===== src/hw/rtl/qpn_pkg.sv =====
// Package for the quaternion product and normalise pipeline.
// Holds the component width, derived widths, word types and the pipeline latency.
// No dependencies.
package qpn_pkg;

  // Component width: signed fixed point with one integer bit.
  localparam int CW = 16;
  localparam int FB = CW - 1;

  // Partial products are pre-shifted only when the sums would not fit 64 bits.
  localparam int G  = (2 * CW > 62) ? (2 * CW - 62) : 0;
  localparam int PW = 2 * CW - G;
  localparam int SW = PW + 2;

  // Normalisation and root widths.
  localparam int MAG_W = 64;
  localparam int UN_W  = 31;
  localparam int SQ_W  = 64;
  localparam int RT_W  = 32;

  // Divider widths: dividend and quotient.
  localparam int DW = RT_W + FB;
  localparam int QB = FB + 1;

  localparam logic [CW-1:0] MAXMAG = CW'((64'd1 << FB) - 64'd1);
  localparam logic [CW-1:0] MINVAL = CW'(64'd1 << FB);

  // Cycles from an accepted input word to its result strobe.
  localparam int PIPE_LAT = 7 + (SQ_W / 2) + 1 + QB + 1;

  typedef struct packed {
    logic signed [CW-1:0] a_x;
    logic signed [CW-1:0] a_y;
    logic signed [CW-1:0] a_z;
    logic signed [CW-1:0] a_w;
    logic signed [CW-1:0] b_x;
    logic signed [CW-1:0] b_y;
    logic signed [CW-1:0] b_z;
    logic signed [CW-1:0] b_w;
  } qpn_in_t;

  typedef struct packed {
    logic signed [CW-1:0] r_x;
    logic signed [CW-1:0] r_y;
    logic signed [CW-1:0] r_z;
    logic signed [CW-1:0] r_w;
    logic                 zero_norm;
  } qpn_out_t;

endpackage


===== src/hw/rtl/qpn_div.sv =====
// Pipelined restoring divider lane, one quotient bit per stage.
// Depends on qpn_pkg for the dividend, divisor and quotient widths.
module qpn_div import qpn_pkg::*; (
  input  logic            clk,
  input  logic            rst,
  input  logic            valid_in,
  input  logic [DW-1:0]   dividend,
  input  logic [RT_W-1:0] divisor,
  output logic            valid_out,
  output logic [QB-1:0]   quot
);

  logic            v   [QB];
  logic [RT_W-1:0] rem [QB];
  logic [QB-1:0]   low [QB];
  logic [QB-1:0]   q   [QB];
  logic [RT_W-1:0] den [QB];

  for (genvar j = 0; j < QB; j++) begin : g_stage
    logic            v_in;
    logic [RT_W-1:0] rem_in;
    logic [QB-1:0]   low_in;
    logic [QB-1:0]   q_in;
    logic [RT_W-1:0] den_in;
    logic [RT_W:0]   cat;
    logic [RT_W:0]   diff;
    logic            ge;

    // The upper dividend bits are known to be below the divisor.
    if (j == 0) begin : g_first
      assign v_in   = valid_in;
      assign rem_in = RT_W'(dividend[DW-1:QB]);
      assign low_in = dividend[QB-1:0];
      assign q_in   = '0;
      assign den_in = divisor;
    end else begin : g_next
      assign v_in   = v[j-1];
      assign rem_in = rem[j-1];
      assign low_in = low[j-1];
      assign q_in   = q[j-1];
      assign den_in = den[j-1];
    end

    // Shift in one dividend bit and subtract where the divisor fits.
    assign cat  = {rem_in, low_in[QB-1]};
    assign diff = cat - {1'b0, den_in};
    assign ge   = (cat >= {1'b0, den_in});

    always_ff @(posedge clk) begin
      if (rst) begin
        v[j] <= 1'b0;
      end else begin
        v[j] <= v_in;
      end
    end

    always_ff @(posedge clk) begin
      rem[j] <= ge ? diff[RT_W-1:0] : cat[RT_W-1:0];
      low[j] <= low_in << 1;
      q[j]   <= {q_in[QB-2:0], ge};
      den[j] <= den_in;
    end
  end

  assign valid_out = v[QB-1];
  assign quot      = q[QB-1];

endmodule


===== config.mk =====
export PLATFORM = sky130hd
export DESIGN_NAME = qpn_div
export DESIGN_NICKNAME = d
export VERILOG_FILES = /design/src/hw/rtl/qpn_pkg.sv /design/src/hw/rtl/qpn_div.sv
export SDC_FILE = /design/constraint.sdc
export NUM_CORES = 2
export LEC_CHECK = 0
export ABC_AREA = 0
export BUFFER_PORTS_ARGS = -buffer_cell sky130_fd_sc_hd__buf_4
export CORE_MARGIN = 5
export CORE_UTILIZATION = 50
export CTS_BUF_LIST = sky130_fd_sc_hd__clkbuf_8
export CTS_CLUSTER_DIAMETER = 200
export CTS_CLUSTER_SIZE = 8
export DETAILED_ROUTE_END_ITERATION = 8
export PLACE_DENSITY = 0.64
export SETUP_SLACK_MARGIN = 0.1
export SYNTH_ARGS = -nofsm -noshare
export SYNTH_HDL_FRONTEND = slang
export SYNTH_SLANG_ARGS = --single-unit

===== constraint.sdc =====
create_clock -name clk -period 7.2 [get_ports clk]
set_input_delay 1.08 -clock clk [delete_from_list [all_inputs] [get_ports clk]]
set_output_delay 1.08 -clock clk [all_outputs]
set_load 0.02 [all_outputs]

==> run metrics <==
outcome=finished clean; quantity of gates resized following cts=0; Crit Path Class=reg2reg; final setup vio count=0; cell family with the largest share of critical-path delay=simple AND/OR/NAND/NOR gates; Routed WL per cell=17.06 um; via density per instance=5.386; initial antenna violation count=3; async set or reset register ratio after synthesis=0%; aggregate routed wire length=134200 um; number of failing hold endpoints at the final stage=0; startpoint type of the worst setup path=flip-flop; cell type with the largest total area after synthesis=sky130_fd_sc_hd__dfxtp_1; number of routed nets with antenna violations=0; area share of the largest cell type after synthesis=42.85%; power density over cell area=489.7 nW/um^2; final worst hold slack=314.1 ps; initial standard-cell utilization of the core=50.34%; yosys synthesis warning count=0; Worst R2R Start=den[0][7]; worst endpoint data arrival time=5030 ps; cells traversed along the worst timing path=inv_1, ha_1, and3_1, nand3_1, a21oi_1, nor3_1, o31ai_1, buf_4, nor4b_1, o21ai_0, nand3b_1, buf_4, mux2_2; number of unique standard cell types used by synthesis=86; clock latency at the later pin of the worst-skew pair=860 ps; CTS tree=done; clock-pin slew on the worst setup and hold paths=60 ps; share of cells above drive strength 1=8.899%; Post-Route Setup TNS=0 ps; Final period util=60.01%; number of filler cells placed in the layout=10440; most frequent cell after synthesis=sky130_fd_sc_hd__dfxtp_1; core region area=114300 sq um; synth top area cells=sky130_fd_sc_hd__dfxtp_1 (43%), sky130_fd_sc_hd__ha_1 (11%), sky130_fd_sc_hd__a21oi_1 (4.9%); count of TritonRoute iterations in the first routing pass=8; die height=349.3 um; total via count after detailed routing=42360; setup slack of the most critical reg-to-reg path=2880 ps; clock buffers created by TritonCTS=171; count of final max-slew check failures=0; remaining global-route overflow=0; placed instance area=59700 sq um; summed area of non-filler cells in the final layout=62270 sq um; post-cts hold buffer count=0; origin of the worst min-delay path=low[0][65]; Post-synth top flop=sky130_fd_sc_hd__dfxtp_1; post-layout minimum cycle time=4321 ps; number of standard cells after synthesis=6213; RD Place Congestion=0.9553; Critical Path End Type=flip-flop; routed wire length on met3=3941 um; wire length of the first global-routing pass=214800 um; Hold WC Path Type=reg2reg; Clock Root Buffer=sky130_fd_sc_hd__clkbuf_8; slew at the pin closest to its max-slew limit=1072 ps; Peak Freq=231.4 MHz; CP bufs+invs=3; highest ir drop seen on vdd=0.0002358 V; Total Nets Final=6945; number of synthesized flops with an enable pin=0; part of the Yosys area used for sequential elements=42.85%; top-level I/O count=99; post-synthesis net count=6822; Routed met2 length=71310 um; htree depth=4; Maximum Capacitance Violations=0; via count of the first global-routing pass=43770; register bit count reported by yosys=1232; Placement Rows=124; top post-synthesis cells by count=sky130_fd_sc_hd__dfxtp_1 (1232), sky130_fd_sc_hd__inv_1 (654), sky130_fd_sc_hd__a21oi_1 (562); pre-CTS worst setup slack=2576 ps; synthesized area=57560 sq um; top layer reached by signal wires=met4; Post-CTS Setup Bufs=0; Mean Syn Cell Area=9.264 sq um; # port buffers=98; DIE AREA=122000 sq um; cell with the most instances on the worst path=sky130_fd_sc_hd__buf_4; crit path launch=den[0][7]; crit path max fanout=30; max_slew headroom=28.55%; total track usage=21.63%; routed length on met1=48570 um; worst-case clock skew=47.93 ps; highest cell delay on the worst timing path=640 ps; HPWL after detailed placement=106100 um; fin util=54.46%; number of clock sinks seen by CTS=1232; post-route DRC violation count=0; Die X=349.3 um; drt first-iter violations=2099; static leakage power=28.94 nW; pin count of the biggest net entering global routing=65; required time of the worst setup path=7910 ps; minimum setup slack in the final design=2879 ps; Critical-path top delay cell=sky130_fd_sc_hd__nor4b_1; Synth-to-Final Area Change=8.195%; maximum buffer depth of the clock tree=3; unrepaired setup endpoints after global routing=false
-- placed cells by master, fill, tap and decap left out, drive strengths merged, types with 13 or more instances in the layout --
master	n
ha	512
buf	117
o211ai	22
xor2	153
a2111oi	16
a21o	234
a21boi	23
a31oi	48
o31ai	36
nor3	71
nor2	351
dfxtp	1232
nor4	18
nor2b	96
clkbuf	172
a21oi	563
a211oi	34
nand3	100
o21a	57
o21ai	396
nand4	98
nand2b	70
or3	15
nand2	396
a211o	19
and2	17
fa	15
o21bai	60
mux2	240
xnor2	252
inv	666
or2	13
mux2i	24
and3	40
-- metal layers --
metal | up-vias | global-route usage, %
met5 | - | 0
met4 | 0 | 15.09
met2 | 934 | 42.62
met1 | 19340 | 20.18
li1 | 21630 | -
met3 | 452 | 3.218
-- through the flow --
stage	power (W)	cells
4_1_cts	0.03069	7861
3_3_place_gp	0.02568	7675
3_5_place_dp	0.02587	7675
2_1_floorplan	0.02231	6213
6_report	0.03050	7865
5_1_grt	0.03298	7865
-- final timing paths --
path | depth (start not counted) | end
min | 0 | low[0][81]
min reg2reg | 0 | low[0][81]
max reg2reg | 13 | rem[0][35]
max | 13 | rem[0][35]
-- flip-flops by register name, indices dropped and copies added, names as in the netlist --
name  flops
den     480
v        16
low     120
q       136
rem     480
-- worst reg2reg max path: stages (launching register included) --
cell and delay (ps):
sky130_fd_sc_hd__dfxtp_1 350, sky130_fd_sc_hd__inv_1 50, sky130_fd_sc_hd__ha_1 360, sky130_fd_sc_hd__and3_1 400, sky130_fd_sc_hd__nand3_1 160, sky130_fd_sc_hd__a21oi_1 250
sky130_fd_sc_hd__nor3_1 170, sky130_fd_sc_hd__o31ai_1 270, sky130_fd_sc_hd__buf_4 210, sky130_fd_sc_hd__nor4b_1 640, sky130_fd_sc_hd__o21ai_0 300, sky130_fd_sc_hd__nand3b_1 220
sky130_fd_sc_hd__buf_4 400, sky130_fd_sc_hd__mux2_2 430
-- area by class of cell --
type / instances / area, sq um / share of cell area [%]
antenna: 4 / 10.01 / 0.01607
clock buffer: 172 / 2367 / 3.801
clock inverter: 14 / 192.7 / 0.3094
inverter: 654 / 2455 / 3.942
multi-input combinational: 4160 / 29820 / 47.88
sequential: 1232 / 24660 / 39.60
tap: 1512 / 1892 / 3.038
timing repair buffer: 117 / 878.3 / 1.410
-- cells by family after synthesis --
logic type	synth area share, %
compound gates	17.56
xor+xnor	6.163
fa+ha+maj	11.65
buf+inv	5.469
flops	42.85
mux	5.243
simple gates	11.06
-- power breakdown --
group	total [W]	internal (W)	switching, W	leakage, nW
clock	0.00462	0.00217	0.00245	1.33
combinational	0.0160	0.00720	0.00878	17.2
sequential	0.00989	0.00890	0.000987	10.4
total	0.0305	0.0183	0.0122	28.9
Note: power is estimated with default switching activity, not from simulation.
