--- src/hw/rtl/qpn_pkg.sv ---
// Package for the quaternion product and normalise pipeline.
// Holds the component width, derived widths, word types and the pipeline latency.
// No dependencies.
package qpn_pkg;

  // Component width: signed fixed point with one integer bit.
  localparam int CW = 16;
  localparam int FB = CW - 1;

  // Partial products are pre-shifted only when the sums would not fit 64 bits.
  localparam int G  = (2 * CW > 62) ? (2 * CW - 62) : 0;
  localparam int PW = 2 * CW - G;
  localparam int SW = PW + 2;

  // Normalisation and root widths.
  localparam int MAG_W = 64;
  localparam int UN_W  = 31;
  localparam int SQ_W  = 64;
  localparam int RT_W  = 32;

  // Divider widths: dividend and quotient.
  localparam int DW = RT_W + FB;
  localparam int QB = FB + 1;

  localparam logic [CW-1:0] MAXMAG = CW'((64'd1 << FB) - 64'd1);
  localparam logic [CW-1:0] MINVAL = CW'(64'd1 << FB);

  // Cycles from an accepted input word to its result strobe.
  localparam int PIPE_LAT = 7 + (SQ_W / 2) + 1 + QB + 1;

  typedef struct packed {
    logic signed [CW-1:0] a_x;
    logic signed [CW-1:0] a_y;
    logic signed [CW-1:0] a_z;
    logic signed [CW-1:0] a_w;
    logic signed [CW-1:0] b_x;
    logic signed [CW-1:0] b_y;
    logic signed [CW-1:0] b_z;
    logic signed [CW-1:0] b_w;
  } qpn_in_t;

  typedef struct packed {
    logic signed [CW-1:0] r_x;
    logic signed [CW-1:0] r_y;
    logic signed [CW-1:0] r_z;
    logic signed [CW-1:0] r_w;
    logic                 zero_norm;
  } qpn_out_t;

endpackage

--- src/hw/rtl/qpn_sqrt.sv ---
// Pipelined integer square root, one result bit per stage.
// Depends on qpn_pkg for the radicand and root widths.
module qpn_sqrt import qpn_pkg::*; (
  input  logic            clk,
  input  logic            rst,
  input  logic            valid_in,
  input  logic [SQ_W-1:0] radicand,
  output logic            valid_out,
  output logic [RT_W-1:0] root
);

  localparam int NST = SQ_W / 2;

  logic            v    [NST];
  logic [SQ_W-1:0] rad  [NST];
  logic [RT_W+2:0] rem  [NST];
  logic [RT_W-1:0] rt   [NST];

  for (genvar i = 0; i < NST; i++) begin : g_stage
    logic            v_in;
    logic [SQ_W-1:0] rad_in;
    logic [RT_W+2:0] rem_in;
    logic [RT_W-1:0] rt_in;
    logic [RT_W+2:0] cat;
    logic [RT_W+2:0] trial;
    logic            ge;

    if (i == 0) begin : g_first
      assign v_in   = valid_in;
      assign rad_in = radicand;
      assign rem_in = '0;
      assign rt_in  = '0;
    end else begin : g_next
      assign v_in   = v[i-1];
      assign rad_in = rad[i-1];
      assign rem_in = rem[i-1];
      assign rt_in  = rt[i-1];
    end

    // Bring down the next two radicand bits and try the trial subtrahend.
    assign cat   = {rem_in[RT_W:0], rad_in[SQ_W-1 -: 2]};
    assign trial = {1'b0, rt_in, 2'b01};
    assign ge    = (cat >= trial);

    always_ff @(posedge clk) begin
      if (rst) begin
        v[i] <= 1'b0;
      end else begin
        v[i] <= v_in;
      end
    end

    always_ff @(posedge clk) begin
      rad[i] <= rad_in << 2;
      rem[i] <= ge ? (cat - trial) : cat;
      rt[i]  <= {rt_in[RT_W-2:0], ge};
    end
  end

  assign valid_out = v[NST-1];
  assign root      = rt[NST-1];

endmodule

--- config.mk ---
export PLATFORM = sky130hd
export DESIGN_NAME = qpn_sqrt
export DESIGN_NICKNAME = d
export VERILOG_FILES = /design/src/hw/rtl/qpn_pkg.sv /design/src/hw/rtl/qpn_sqrt.sv
export SDC_FILE = /design/constraint.sdc
export NUM_CORES = 2
export LEC_CHECK = 0
export BUFFER_PORTS_ARGS = -buffer_cell sky130_fd_sc_hd__buf_2
export CAP_MARGIN = 20
export CORE_MARGIN = 2
export CORE_UTILIZATION = 55
export CTS_BUF_LIST = sky130_fd_sc_hd__clkbuf_16
export DETAILED_ROUTE_END_ITERATION = 10
export PLACE_DENSITY_LB_ADDON = 0.2
export SLEW_MARGIN = 10
export SYNTH_ARGS = -nofsm -noshare
export SYNTH_HDL_FRONTEND = slang
export SYNTH_MEMORY_MAX_BITS = 65536
export SYNTH_SLANG_ARGS = --single-unit
--- constraint.sdc ---
create_clock -name clk -period 4.2 [get_ports clk]
set_input_delay 0.21 -clock clk [delete_from_list [all_inputs] [get_ports clk]]
set_output_delay 0.21 -clock clk [all_outputs]
set_load 0.01 [all_outputs]
==> results by group <==
Layout
  • Fillers: 13700
  • Nets@finish: 10200
  • Area of the multi-input gates: 39000 um^2
  • Register area: 50600 um^2
  • Area delta synth->final: 13.1%
  • Layout cells sized above 1: 0.0727

Synth
  • Synth Instances: 9239
  • Top_reg_cell synth: dfxtp_1
  • Synthesis-stage register bit count: 2526
  • Post-synthesis xor/xnor area fraction: 0.0730
  • Post-synthesis mux area share: 0.0106
  • Compound-Gate Fraction of Synth Area: 0.127
  • Post-synthesis simple-gate area fraction: 0.132
  • Synth async-reset ratio: 0
  • YS warnings: 0
  • Post-synthesis area per instance: 10.1 um^2
  • Syn Nets: 9867
  • Yosys cell types: 92
  • Post-synthesis adder-cell area fraction: 0.0754
  • Seq/Total Area, Yosys: 0.543
  • Number of synthesized flops with an enable pin: 0
  • Area of the mapped netlist: 93100 um^2
  • Largest family of logic cells by synthesized area: simple AND/OR/NAND/NOR gates

Floorplan
  • Die Wd: 415 um
  • Core footprint: 168000 um^2
  • Row cnt: 150
  • Initial core utilization: 0.555
  • Die area: 173000 um^2
  • Die height: 415 um
  • I/O Pins: 100

Drt
  • Drt wl/cell: 17.3 um
  • Initial DRT Pass Iterations: 6
  • DR DRC count: 0
  • Via count of the routed design: 64200
  • Antenna Nets Post-Route: 0
  • Vias per cell: 5.36
  • Total wire length after detailed routing: 207000 um
  • Initial DRC count: 4122

Timing
  • Fin crit share: 0.923
  • Unrepaired setup endpoints after global routing: false
  • Clk_skew: 0.0722 ns
  • Slew @ Worst Pin: 1.01 ns
  • Fin crit period: 3.88 ns
  • Setup TNS: 0 ns
  • Final Hold Viols: 0
  • Final slew viol count: 0
  • Slew HR: 0.329
  • WHS: 0.0454 ns
  • Final Setup Violations: 0
  • Max Freq: 258 MHz

GRT
  • Global-route usage over all layers: 0.236
  • Antenna violations before repair: 6
  • Grt ovf: 0
  • Pin count of the biggest net entering global routing: 47
  • Via count of the first global-routing pass: 63200
  • First-pass GRT wire length: 330000 um

Flow run
  • MaxCap Viol Count: 0

Placed design
  • Hpwl dp: 155000 um
  • Port-buffer cells: 99
  • Final RePlAce weighted congestion: 0.922

Setup path
  • Worst r2r path cells: 12
  • Critical Path Fanout Max: 33
  • Setup CP Type: flip-flop to flip-flop
  • Most used cell along the critical path: a21oi_1
  • Req. time, crit path: 5.01 ns
  • CP arrival: 4.68 ns
  • Setup crit end kind: flip-flop
  • CP Launch Type: flip-flop
  • Max incr delay on CP: 0.61 ns
  • Critical-path cell list: inv_1, ha_1, nand4_1, a21oi_1, o41ai_1, a21oi_1, a21oi_1, nor4_1, nor2_4, buf_4, a2111oi_0, a21o_1
  • CP max-delay cell: nor4_1

Worst hold path
  • Hold Crit Depth: 2
  • Worst hold path type: primary input to flip-flop

Pwr
  • VDD IR max: 0.495 mV
  • Switching share of power: 0.289
  • Logic pwr share: 0.167
  • Pwr Density: 596 nW/um^2
  • Net Sw Power: 0.0181 W
  • Clk pwr share: 0.339
  • Overall power: 0.0628 W
  • Static Leak: 49.5 nW
  • Cell-internal power: 0.0447 W
  • Sequential power share: 0.494

Clocking
  • Reg clk slew, reported paths: 0.06 ns
  • H-tree Lvls: 4
  • Hold bufs inserted after CTS: 129
  • Clk Latency, worst-skew pair: 0.89 ns
  • CTS resizes: 0
  • CTS sink cnt: 2526
  • CTS Root Cell: clkbuf_16
  • Deepest clock path buffer count: 3
  • CTS tree: yes
  • Post-CTS setup buffers: 0
  • TritonCTS buffer count: 237

Run status
  • Status: finished clean
## per-stage QoR
step           utilization  area [um^2]  cells  setup WS (ns)
3_5_place_dp         0.573        96100  11400          0.465
2_1_floorplan            -        93100   9239          0.987
6_report             0.628       105000  12000          0.324
4_1_cts              0.628       105000  12000          0.426
5_1_grt              0.628       105000  12000         0.0534
3_3_place_gp         0.573        96100  11400          0.548
## worst max-delay path: cells and delay by family, from the launching register on
family | cells | cell delay, ns
AOI/OAI and AO/OA | 6 | 1.67
and+or+nand+nor | 3 | 1.14
adders and majority gates | 1 | 0.35
buffers and inverters | 2 | 0.33
DFF | 1 | 0.32
## registers in the layout, summed over array words and instances, names as in the netlist
signal / flops
rad: 992
rem: 974
rt: 528
v: 32
## synth_stat cells, drive strengths merged, types with 12 or more instances
cell type  instances  area share
nand4            100      0.0067
nand4b            19      0.0018
a21boi            29      0.0024
nand2            604       0.024
nand3            140      0.0075
nor4             116      0.0080
nand2b           117      0.0079
inv              732       0.030
a21oi            570       0.031
or4               71      0.0058
a211o             15      0.0014
o21ai            492       0.026
xor2             376       0.035
o21bai            58      0.0047
nor2             587       0.024
o31a              17      0.0016
a41oi             12      0.0011
a2111oi           15      0.0014
o31ai             67      0.0054
o2111ai           17      0.0016
a21o             222       0.018
buf               31      0.0015
o41ai             14      0.0013
mux2              81      0.0098
and3              55      0.0037
ha               561       0.075
nor3             218       0.012
nor4b             17      0.0016
xnor2            400       0.038
o21a             110      0.0089
a31o              13      0.0012
o211ai            39      0.0031
nor3b             24      0.0020
and2              42      0.0028
dfxtp           2526        0.54
or3              104      0.0070
a31oi             50      0.0034
nor2b            111      0.0075
nand3b            28      0.0023
clkbuf           178      0.0072
or2               44      0.0030
a211oi            59      0.0048
and4              22      0.0021
## placed cells by master (no fill, tap or decap), drive strengths merged, types with 67 or more instances in the layout
cell,count
o31ai,67
xnor2,400
o21a,110
nor2,587
ha,561
inv,777
nor2b,111
o21ai,492
or4,71
nand2,604
a21o,222
dlygate4sd3,129
xor2,376
clkinv,109
nand2b,117
mux2,81
buf,160
nand3,140
dfxtp,2526
nor4,116
or3,104
nand4,100
a21oi,570
nor3,218
clkbuf,237
## cell type report
| type | count | area share |
|---|---|---|
| Multi-Input combinational cell | 5771 | 0.370 |
| Timing Repair Buffer | 289 | 0.0216 |
| Clock inverter | 202 | 0.0190 |
| Clock buffer | 237 | 0.0563 |
| Antenna cell | 4 | 0.0000951 |
| Inverter | 733 | 0.0261 |
| Sequential cell | 2526 | 0.480 |
| Tap cell | 2204 | 0.0262 |
## per-layer routing
layer / vias up / part of all wire / global-route usage
met3: 399 / 0.041 / 0.0332
met5: - / 0.000087 / 0
li1: 32300 / - / -
met1: 30100 / 0.43 / 0.288
met2: 1301 / 0.49 / 0.419
met4: 4 / 0.035 / 0.0888
## logic make-up after synthesis
group           after synthesis
compound gates             1899
xor+xnor                    776
fa+ha+maj                   561
buf+inv                     942
flops                      2526
mux                          88
other cells                   1
simple gates               2446
## power groups by stage
| stage | clock network (W) | logic (W) | registers, W |
|---|---|---|---|
| after floorplan | 0 | 0.00818 | 0.0302 |
| after global placement | 0 | 0.0102 | 0.0315 |
| after detailed placement | 0 | 0.0103 | 0.0315 |
| after CTS | 0.0217 | 0.0105 | 0.0311 |
| after global routing | 0.0227 | 0.0118 | 0.0314 |
| final | 0.0213 | 0.0105 | 0.0310 |
## final timing paths
kind / from / endpoint / slack [ns]
worst max-delay path: rt[25][3] / rem[26][7] / 0.32
worst min-delay path: radicand[29] / rad[0][29] / 0.05
worst max register to register: rt[25][3] / rem[26][7] / 0.32
worst min register to register: rad[8][55] / rad[8][119] / 0.31
(Power assumes the default switching activity.)
